**config.mk**
```make
export PLATFORM = sky130hd
export DESIGN_NAME = integer_to_ascii_formatter_top
export DESIGN_NICKNAME = d
export VERILOG_FILES = /design/src/rtl/core/itaf_pkg.sv /design/src/rtl/core/integer_to_ascii_formatter_top.sv /design/src/rtl/core/itaf_digit_unit.sv
export VERILOG_INCLUDE_DIRS = /design/src /design/src/rtl/core
export SDC_FILE = /design/constraint.sdc
export NUM_CORES = 2
export LEC_CHECK = 0
export BUFFER_PORTS_ARGS = -buffer_cell sky130_fd_sc_hd__buf_2
export CAP_MARGIN = 10
export CELL_PAD_IN_SITES_DETAIL_PLACEMENT = 1
export CELL_PAD_IN_SITES_GLOBAL_PLACEMENT = 2
export CORE_ASPECT_RATIO = 1.1
export CORE_MARGIN = 5
export CORE_UTILIZATION = 45
export CTS_CLUSTER_DIAMETER = 60
export DETAILED_ROUTE_END_ITERATION = 6
export MAX_ROUTING_LAYER = met4
export PLACE_DENSITY_LB_ADDON = 0.1
export SYNTH_ARGS = -nofsm -noshare
export SYNTH_HDL_FRONTEND = slang
export SYNTH_HIERARCHICAL = 1
export SYNTH_SLANG_ARGS = --single-unit
```
**constraint.sdc**
```tcl
create_clock -name i_clk -period 13.44 [get_ports i_clk]
set_input_delay 2.016 -clock i_clk [delete_from_list [all_inputs] [get_ports i_clk]]
set_output_delay 2.016 -clock i_clk [all_outputs]
set_load 0.1 [all_outputs]
```
**src/rtl/core/integer_to_ascii_formatter_top_assert.svh**
```systemverilog
// Assertion macros shared by the integer to ASCII formatter RTL.
`ifndef INTEGER_TO_ASCII_FORMATTER_TOP_ASSERT_SVH
`define INTEGER_TO_ASCII_FORMATTER_TOP_ASSERT_SVH

`ifndef NO_ASSERTIONS
// Same-cycle implication, sampled on i_clk, off while i_rst_n is low.
`define ITAF_ASSERT_IMPL(lbl, ante, cons) \
    lbl: assert property (@(posedge i_clk) disable iff (!i_rst_n) (ante) |-> (cons)) \
        else $error("itaf assertion failed");
// Next-cycle implication, sampled on i_clk, off while i_rst_n is low.
`define ITAF_ASSERT_NEXT(lbl, ante, cons) \
    lbl: assert property (@(posedge i_clk) disable iff (!i_rst_n) (ante) |=> (cons)) \
        else $error("itaf assertion failed");
`else
`define ITAF_ASSERT_IMPL(lbl, ante, cons)
`define ITAF_ASSERT_NEXT(lbl, ante, cons)
`endif

`endif

```
**src/rtl/core/itaf_pkg.sv**
```systemverilog
// Shared types, codes and character tables of the integer to ASCII formatter.
`timescale 1ns / 1ps

package itaf_pkg;

    // Operation codes
    localparam logic [2:0] OP_SDEC = 3'd0;
    localparam logic [2:0] OP_UDEC = 3'd1;
    localparam logic [2:0] OP_LHEX = 3'd2;
    localparam logic [2:0] OP_UHEX = 3'd3;
    localparam logic [2:0] OP_PTR  = 3'd4;

    // Reciprocal of ten: q = (v * DIV10_RECIP) >> DIV10_SHIFT is exact for 32-bit v
    localparam logic [31:0] DIV10_RECIP = 32'hCCCC_CCCD;
    localparam int          DIV10_SHIFT = 35;
    localparam int          QUOT10_W    = 64 - DIV10_SHIFT;

    localparam int MAX_DIGITS = 16;
    localparam int MAX_DEC    = 10;

    typedef enum logic [1:0] {
        PRE_NONE  = 2'd0,
        PRE_MINUS = 2'd1,
        PRE_HEX   = 2'd2,
        PRE_NIL   = 2'd3
    } t_prefix;

    // Request to the digit unit
    typedef struct packed {
        logic        start;
        logic        hex;
        logic [63:0] value;
    } t_unit_req;

    // Result of the digit unit
    typedef struct packed {
        logic        done;
        logic [63:0] quot;
        logic [3:0]  digit;
    } t_unit_rsp;

    function automatic logic [2:0] prefix_len(input t_prefix kind);
        case (kind)
            PRE_MINUS: prefix_len = 3'd1;
            PRE_HEX:   prefix_len = 3'd2;
            PRE_NIL:   prefix_len = 3'd5;
            default:   prefix_len = 3'd0;
        endcase
    endfunction

    function automatic logic [7:0] prefix_char(input t_prefix kind, input logic [2:0] idx);
        logic [7:0] c;
        c = 8'h30;
        case (kind)
            PRE_MINUS: c = 8'h2D;
            PRE_HEX:   c = (idx == 3'd0) ? 8'h30 : 8'h78;
            PRE_NIL: begin
                case (idx)
                    3'd0:    c = 8'h28;
                    3'd1:    c = 8'h6E;
                    3'd2:    c = 8'h69;
                    3'd3:    c = 8'h6C;
                    default: c = 8'h29;
                endcase
            end
            default:   c = 8'h30;
        endcase
        return c;
    endfunction

    function automatic logic [7:0] digit_char(input logic [3:0] d, input logic upper);
        logic [7:0] c;
        if (d < 4'd10) begin
            c = 8'h30 + {4'b0, d};
        end else begin
            c = (upper ? 8'h41 : 8'h61) + {4'b0, d} - 8'd10;
        end
        return c;
    endfunction

endpackage

```
**src/rtl/core/integer_to_ascii_formatter_top.sv**
```systemverilog
// Top level of the integer to ASCII formatter: sequencer, digit store and output stage.
//
// Usage: an item enters on the s_axis channel (tuser = operation, tdata = number)
// and its text leaves on m_axis, one ASCII character per transfer, most
// significant first, with tlast on the final character. Operation codes 5 to 7
// produce no characters.
// Digits come from one shared unit that splits off one digit per request
// (multiply by the reciprocal of ten, or a 4-bit shift for hex), with the
// S_CONV and S_WAIT states for each: up to 10 decimal digits, or 16 for a
// pointer. The characters then follow, one per cycle while m_axis_tready is high.
// s_axis_tready is high only while the block waits for an item; the last
// character sits in the output register, so a new item can be taken while it
// waits. When the receiver stalls, output holds and the sequencer waits.
// Reset (synchronous, active low) empties the output register and returns to
// the wait state; no character is in flight afterward.
`timescale 1ns / 1ps

`include "integer_to_ascii_formatter_top_assert.svh"

module integer_to_ascii_formatter_top
    import itaf_pkg::*;
(
    input  logic        i_clk,
    input  logic        i_rst_n,
    input  logic        s_axis_tvalid,
    output logic        s_axis_tready,
    input  logic [63:0] s_axis_tdata,   // [63:0] number
    input  logic [2:0]  s_axis_tuser,   // [2:0] operation
    output logic        m_axis_tvalid,
    input  logic        m_axis_tready,
    output logic [7:0]  m_axis_tdata,   // [7:0] character
    output logic        m_axis_tlast
);

    typedef enum logic [3:0] {
        S_IDLE = 4'b0001,
        S_CONV = 4'b0010,
        S_WAIT = 4'b0100,
        S_EMIT = 4'b1000
    } t_state;

    t_state      r_state, n_state;
    logic [63:0] r_val;
    logic        r_hex;
    logic        r_upper;
    t_prefix     r_prefix;
    logic [2:0]  r_npre;
    logic [4:0]  r_ndig;
    logic [4:0]  r_pos;
    logic [3:0]  r_dig [MAX_DIGITS];
    logic        r_out_valid;
    logic [7:0]  r_out_char;
    logic        r_out_last;

    logic        w_in_acc;
    logic        w_op_ok;
    logic        w_hex;
    logic        w_upper;
    t_prefix     w_prefix;
    logic [63:0] w_val;
    logic [31:0] w_low;
    logic        w_load;
    logic [4:0]  w_len;
    logic        w_is_pre;
    logic [4:0]  w_rd_idx;
    logic [7:0]  w_char;
    logic        w_last;
    t_unit_req   w_req;
    t_unit_rsp   w_rsp;

    assign s_axis_tready = (r_state == S_IDLE);
    assign w_in_acc      = s_axis_tvalid & s_axis_tready;
    assign w_low         = s_axis_tdata[31:0];

    // Decode the operation into value, prefix and digit set
    always_comb begin
        w_op_ok  = 1'b1;
        w_hex    = 1'b0;
        w_upper  = 1'b0;
        w_prefix = PRE_NONE;
        w_val    = {32'b0, w_low};
        case (s_axis_tuser)
            OP_SDEC: begin
                if (w_low[31]) begin
                    w_prefix = PRE_MINUS;
                    w_val    = {32'b0, 32'd0 - w_low};
                end
            end
            OP_UDEC: w_op_ok = 1'b1;
            OP_LHEX: w_hex = 1'b1;
            OP_UHEX: begin
                w_hex   = 1'b1;
                w_upper = 1'b1;
            end
            OP_PTR: begin
                w_hex    = 1'b1;
                w_val    = s_axis_tdata;
                w_prefix = (s_axis_tdata == 64'd0) ? PRE_NIL : PRE_HEX;
            end
            default: w_op_ok = 1'b0;
        endcase
    end

    // Shared digit unit
    assign w_req.start = (r_state == S_CONV);
    assign w_req.hex   = r_hex;
    assign w_req.value = r_val;

    itaf_digit_unit u_digit (
        .i_clk   (i_clk),
        .i_rst_n (i_rst_n),
        .i_req   (w_req),
        .o_rsp   (w_rsp)
    );

    // Select the character at the current position
    assign w_len    = {2'b0, r_npre} + r_ndig;
    assign w_is_pre = (r_pos < {2'b0, r_npre});
    assign w_rd_idx = r_ndig - 5'd1 - (r_pos - {2'b0, r_npre});
    assign w_char   = w_is_pre ? prefix_char(r_prefix, r_pos[2:0])
                               : digit_char(r_dig[w_rd_idx[3:0]], r_upper);
    assign w_last   = (r_pos == w_len - 5'd1);
    assign w_load   = (r_state == S_EMIT) && (!r_out_valid || m_axis_tready);

    // Sequence conversion and output
    always_comb begin
        n_state = r_state;
        case (r_state)
            S_IDLE: begin
                if (w_in_acc && w_op_ok) begin
                    n_state = (w_prefix == PRE_NIL) ? S_EMIT : S_CONV;
                end
            end
            S_CONV: n_state = S_WAIT;
            S_WAIT: n_state = (w_rsp.quot == 64'd0) ? S_EMIT : S_CONV;
            S_EMIT: begin
                if (w_load && w_last) begin
                    n_state = S_IDLE;
                end
            end
            default: n_state = S_IDLE;
        endcase
    end

    always_ff @(posedge i_clk) begin
        if (!i_rst_n) begin
            r_state     <= S_IDLE;
            r_out_valid <= 1'b0;
            r_ndig      <= 5'd0;
            r_pos       <= 5'd0;
        end else begin
            r_state <= n_state;
            // Latch the decoded item
            if (w_in_acc) begin
                r_val    <= w_val;
                r_hex    <= w_hex;
                r_upper  <= w_upper;
                r_prefix <= w_prefix;
                r_npre   <= prefix_len(w_prefix);
                r_ndig   <= 5'd0;
                r_pos    <= 5'd0;
            end
            // Store one digit, advance the value
            if (r_state == S_WAIT) begin
                r_dig[r_ndig[3:0]] <= w_rsp.digit;
                r_ndig             <= r_ndig + 5'd1;
                r_val              <= w_rsp.quot;
            end
            // Drop the output once taken, load the next character
            if (w_load) begin
                r_out_valid <= 1'b1;
                r_out_char  <= w_char;
                r_out_last  <= w_last;
                r_pos       <= r_pos + 5'd1;
            end else if (m_axis_tready) begin
                r_out_valid <= 1'b0;
            end
        end
    end

    assign m_axis_tvalid = r_out_valid;
    assign m_axis_tdata  = r_out_char;
    assign m_axis_tlast  = r_out_last;

    `ITAF_ASSERT_IMPL(a_wait_has_digit, r_state == S_WAIT, w_rsp.done)
    `ITAF_ASSERT_IMPL(a_digit_count, 1'b1, r_ndig <= 5'(MAX_DIGITS))
    `ITAF_ASSERT_IMPL(a_dec_count, (r_state == S_EMIT) && !r_hex, r_ndig <= 5'(MAX_DEC))
    `ITAF_ASSERT_NEXT(a_bad_op_idle, w_in_acc && !w_op_ok, r_state == S_IDLE)
    `ITAF_ASSERT_NEXT(a_good_op_busy, w_in_acc && w_op_ok, r_state != S_IDLE)

endmodule

```
**src/rtl/core/itaf_digit_unit.sv**
```systemverilog
// Shared digit unit: one decimal or hex digit split off a value per request.
`timescale 1ns / 1ps

module itaf_digit_unit
    import itaf_pkg::*;
(
    input  logic      i_clk,
    input  logic      i_rst_n,
    input  t_unit_req i_req,
    output t_unit_rsp o_rsp
);

    logic                r_busy;
    logic                r_hex;
    logic [63:0]         r_val;
    logic [63:0]         r_prod;
    logic [63:0]         w_prod;
    logic [QUOT10_W-1:0] w_q10;
    logic [31:0]         w_q10x;
    logic [31:0]         w_rem;

    // Multiply by the reciprocal of ten on request
    assign w_prod = 64'(i_req.value[31:0]) * 64'(DIV10_RECIP);

    // Register operand and product
    always_ff @(posedge i_clk) begin
        if (!i_rst_n) begin
            r_busy <= 1'b0;
        end else begin
            r_busy <= i_req.start;
        end
        if (i_req.start) begin
            r_hex  <= i_req.hex;
            r_val  <= i_req.value;
            r_prod <= w_prod;
        end
    end

    // Quotient and remainder from the registered product
    assign w_q10  = r_prod[63:DIV10_SHIFT];
    assign w_q10x = {w_q10, 3'b000} + {2'b00, w_q10, 1'b0};
    assign w_rem  = r_val[31:0] - w_q10x;

    assign o_rsp.done  = r_busy;
    assign o_rsp.quot  = r_hex ? {4'b0, r_val[63:4]} : {{DIV10_SHIFT{1'b0}}, w_q10};
    assign o_rsp.digit = r_hex ? r_val[3:0] : w_rem[3:0];

endmodule

```
==> metrics.txt <==
# TYPE chip_impl_metric gauge
chip_impl_metric{name="first_global_vias",unit=""} 20841
chip_impl_metric{name="antenna_left",unit=""} 0
chip_impl_metric{name="grt_max_degree",unit=""} 98
chip_impl_metric{name="max_cap_viol_count",unit=""} 0
chip_impl_info{name="critical_path.reg2reg.startpoint",value="r_val[9]$_DFFE_PP_"} 1
chip_impl_metric{name="worstPathRequired",unit="ps"} 13730
chip_impl_metric{name="routed_via_density",unit=""} 5.36
chip_impl_metric{name="coreArea",unit="um^2"} 62200
chip_impl_metric{name="period_share",unit="%"} 63.3
chip_impl_info{name="critical_path_class",value="reg2reg"} 1
chip_impl_info{name="regToRegEndpoint",value="u_digit/r_prod[63]$_DFFE_PP_"} 1
chip_impl_metric{name="post-route-min-period",unit="ps"} 8510
chip_impl_metric{name="global_route.usage.met2",unit="%"} 45.7
chip_impl_metric{name="worst_setup_hold_path_clk_slew",unit="ps"} 60
chip_impl_metric{name="number_of_antenna_violations_at_the_first_check_in_global_routing",unit=""} 0
chip_impl_metric{name="fin_worst_skew",unit="ps"} 29.0
chip_impl_metric{name="cts_buffer_depth",unit=""} 3
chip_impl_metric{name="dpl.hpwl",unit="um"} 73200
chip_impl_metric{name="grt.met3_usage",unit="%"} 1.67
chip_impl_metric{name="place.port_buffers",unit=""} 80
chip_impl_info{name="rsz0062_at_grt",value="false"} 1
chip_impl_info{name="cts_tree",value="built"} 1
chip_impl_metric{name="cts_resized",unit=""} 0
chip_impl_info{name="holdCritStartpoint",value="r_val[62]$_DFFE_PP_"} 1
chip_impl_metric{name="postLayoutSetupSlackWorst",unit="ps"} 4930
chip_impl_metric{name="worst_r2r_path_depth",unit=""} 21
chip_impl_metric{name="dieArea",unit="um^2"} 67600
chip_impl_info{name="timing.critical_path.to_type",value="flip-flop"} 1
chip_impl_metric{name="yosys_warnings",unit=""} 6
chip_impl_metric{name="post_synth_inst_count",unit=""} 2474
chip_impl_metric{name="worstPathMaxFanout",unit=""} 9
chip_impl_metric{name="numClockSinks",unit=""} 252
chip_impl_metric{name="globalRouteOverflowTotal",unit=""} 0
chip_impl_metric{name="initial_utilization",unit="%"} 45.2
chip_impl_metric{name="tightest_slew",unit="ps"} 1210
chip_impl_metric{name="grtUsageTotal",unit="%"} 26.5
chip_impl_metric{name="tns",unit="ps"} 0
chip_impl_metric{name="report.final.slew_viol_count",unit=""} 0
chip_impl_metric{name="number_of_rows_in_the_core_area",unit=""} 96
chip_impl_metric{name="route.detailed.drc",unit=""} 0
chip_impl_metric{name="globalRouteMet1Util",unit="%"} 34.0
chip_impl_metric{name="layout-area-overhead-vs-synth",unit="%"} 8.15
chip_impl_info{name="setup.worst_path.start_class",value="flip-flop"} 1
chip_impl_metric{name="cts.htree.levels",unit=""} 1
chip_impl_metric{name="grt_first_pass_wirelength",unit="um"} 130000
chip_impl_info{name="hold_path.class",value="reg2reg"} 1
chip_impl_metric{name="clock.fmax",unit="GHz"} 0.118
chip_impl_metric{name="finish.net_count",unit=""} 3384
chip_impl_metric{name="gp_routability_congestion",unit=""} 0.978
chip_impl_metric{name="fillCellCount",unit=""} 6768
chip_impl_metric{name="timing.reg2reg.setup_slack",unit="ps"} 4930
chip_impl_metric{name="layout-drive-gt1-share",unit="%"} 8.71
chip_impl_metric{name="antenna_cells",unit=""} 0
chip_impl_metric{name="initialDrtViolationCount",unit=""} 969
chip_impl_metric{name="hold_path_depth",unit=""} 0
chip_impl_metric{name="count_of_endpoints_failing_hold_in_the_final_timing_report",unit=""} 0
chip_impl_info{name="grt_most_used_layer",value="met2"} 1
chip_impl_metric{name="timing.hold.ws",unit="ps"} 421
chip_impl_metric{name="vias",unit=""} 18247
chip_impl_metric{name="max_slew_margin",unit="%"} 19.1
chip_impl_metric{name="number_of_buffers_inserted_by_post_cts_setup_repair",unit=""} 0
chip_impl_metric{name="die_width",unit="um"} 248
chip_impl_metric{name="placement.setup.worst_slack",unit="ps"} 4980
chip_impl_metric{name="cts_stage_hold_buffer_count",unit=""} 0
chip_impl_metric{name="clock_insertion_delay_worst_skew",unit="ps"} 560
chip_impl_info{name="cts_root_buffer",value="sky130_fd_sc_hd__clkbuf_16"} 1
chip_impl_metric{name="syn_avg_cell_area",unit="um^2"} 11.4
chip_impl_metric{name="layout.cell_area.non_filler",unit="um^2"} 30400
chip_impl_metric{name="floorplan.io_pins",unit=""} 82
chip_impl_metric{name="netlist_area",unit="um^2"} 28100
chip_impl_info{name="hold_path_endpoint",value="u_digit/r_val[62]$_DFFE_PP_"} 1
chip_impl_metric{name="totalWireLength",unit="um"} 85300
chip_impl_metric{name="placed_cell_area",unit="um^2"} 29500
chip_impl_metric{name="timing.critical_path.arrival",unit="ps"} 8790
chip_impl_metric{name="cts_inserted_buffers",unit=""} 29
chip_impl_metric{name="routed_wire_length_per_instance",unit="um"} 25.1
chip_impl_metric{name="die-height",unit="um"} 272
chip_impl_metric{name="number_of_setup_violations_in_the_final_report",unit=""} 0
chip_impl_info{name="outcome",value="completed"} 1
chip_impl_metric{name="drt_pre_antenna_iters",unit=""} 5
[how the worst max path moves through the flow]
| stage | start | endpoint | slack, ps | cells after the start |
|---|---|---|---|---|
| floorplan | r_state[1]$_SDFFE_PN0P_ | r_state[0]$_SDFFE_PN1P_ | 2010 | 2 |
| global placement | r_val[9]$_DFFE_PP_ | u_digit/r_prod[63]$_DFFE_PP_ | 4990 | 21 |
| detailed placement | r_val[9]$_DFFE_PP_ | u_digit/r_prod[63]$_DFFE_PP_ | 4980 | 21 |
| CTS | r_val[9]$_DFFE_PP_ | u_digit/r_prod[63]$_DFFE_PP_ | 4950 | 21 |
| global route | r_val[9]$_DFFE_PP_ | u_digit/r_prod[63]$_DFFE_PP_ | 4750 | 21 |
| finish | r_val[9]$_DFFE_PP_ | u_digit/r_prod[63]$_DFFE_PP_ | 4930 | 21 |
[metrics by stage]
step	utilization, %	std cells
after floorplan	-	2477
after global placement	47.4	3353
after detailed placement	47.4	3353
after CTS	48.9	3405
after global routing	48.9	3405
final	48.9	3405
[cells in the final DEF, fill, tap and decap left out, types with 4 or more instances in the layout]
| cell type | count |
|---|---|
| sky130_fd_sc_hd__mux4_2 | 17 |
| sky130_fd_sc_hd__and3_1 | 17 |
| sky130_fd_sc_hd__dfxtp_1 | 15 |
| sky130_fd_sc_hd__o21a_1 | 6 |
| sky130_fd_sc_hd__o41ai_1 | 4 |
| sky130_fd_sc_hd__buf_2 | 80 |
| sky130_fd_sc_hd__nor3_1 | 13 |
| sky130_fd_sc_hd__clkinv_1 | 7 |
| sky130_fd_sc_hd__o31ai_1 | 8 |
| sky130_fd_sc_hd__mux2i_1 | 8 |
| sky130_fd_sc_hd__nor2b_1 | 13 |
| sky130_fd_sc_hd__a31oi_1 | 6 |
| sky130_fd_sc_hd__nand2b_1 | 5 |
| sky130_fd_sc_hd__nand4_1 | 11 |
| sky130_fd_sc_hd__xnor2_1 | 50 |
| sky130_fd_sc_hd__ha_1 | 371 |
| sky130_fd_sc_hd__or4_1 | 5 |
| sky130_fd_sc_hd__xor2_1 | 70 |
| sky130_fd_sc_hd__a21o_1 | 42 |
| sky130_fd_sc_hd__o21ai_0 | 68 |
| sky130_fd_sc_hd__a211oi_1 | 4 |
| sky130_fd_sc_hd__nand2_1 | 106 |
| sky130_fd_sc_hd__clkinv_2 | 6 |
| sky130_fd_sc_hd__fa_1 | 391 |
| sky130_fd_sc_hd__a22o_1 | 33 |
| sky130_fd_sc_hd__buf_4 | 15 |
| sky130_fd_sc_hd__nor4_1 | 24 |
| sky130_fd_sc_hd__or2_2 | 5 |
| sky130_fd_sc_hd__o21bai_1 | 9 |
| sky130_fd_sc_hd__edfxtp_1 | 237 |
| sky130_fd_sc_hd__nand3_1 | 24 |
| sky130_fd_sc_hd__a21oi_1 | 80 |
| sky130_fd_sc_hd__inv_1 | 555 |
| sky130_fd_sc_hd__mux2_2 | 29 |
| sky130_fd_sc_hd__a21boi_0 | 7 |
| sky130_fd_sc_hd__clkbuf_16 | 29 |
| sky130_fd_sc_hd__conb_1 | 5 |
| sky130_fd_sc_hd__and2_1 | 48 |
| sky130_fd_sc_hd__nor2_1 | 65 |
[metal layers]
| layer | vias up | routed length [um] |
|---|---|---|
| met1 | 9529 | 36200 |
| met5 | - | 0 |
| met2 | 262 | 44000 |
| met3 | 110 | 1910 |
| li1 | 8346 | - |
| met4 | 0 | 3270 |
[cell type report]
type                       instances  area [um^2]  share of cell area [%]
tap                              833         1040                    3.43
clock inverter                    21          196                   0.646
inverter                         555         2080                    6.85
sequential                       252         7420                    24.4
multi-input combinational       1618        18400                    60.6
clock buffer                      31          733                    2.41
timing repair buffer              95          513                    1.69
[worst max-delay path: stages, from the launching register on]
cell,delay (ps)
sky130_fd_sc_hd__edfxtp_1,630
sky130_fd_sc_hd__ha_1,660
sky130_fd_sc_hd__xnor2_1,200
sky130_fd_sc_hd__o21ai_0,530
sky130_fd_sc_hd__fa_1,510
sky130_fd_sc_hd__inv_1,90
sky130_fd_sc_hd__fa_1,440
sky130_fd_sc_hd__fa_1,550
sky130_fd_sc_hd__inv_1,50
sky130_fd_sc_hd__fa_1,380
sky130_fd_sc_hd__fa_1,530
sky130_fd_sc_hd__fa_1,420
sky130_fd_sc_hd__ha_1,330
sky130_fd_sc_hd__and3_1,210
sky130_fd_sc_hd__nor2b_1,610
sky130_fd_sc_hd__nand2_1,180
sky130_fd_sc_hd__o31ai_2,600
sky130_fd_sc_hd__a21oi_2,240
sky130_fd_sc_hd__a2111oi_2,510
sky130_fd_sc_hd__o21ai_2,130
sky130_fd_sc_hd__a311o_1,300
sky130_fd_sc_hd__xnor2_1,130
[sequential cells by signal, indices dropped and copies added, names as in the netlist]
register / cells
u_digit/r_val: 64
u_digit/r_hex: 1
r_val: 64
r_upper: 1
r_hex: 1
r_dig: 64
m_axis_tlast: 1
u_digit/r_prod: 29
r_pos: 5
r_ndig: 5
m_axis_tdata: 7
r_prefix: 2
r_state: 4
r_npre: 3
m_axis_tvalid: 1
Power is not shown: default switching activity piles up to over one toggle a cycle in this logic, so the estimate is an artifact.
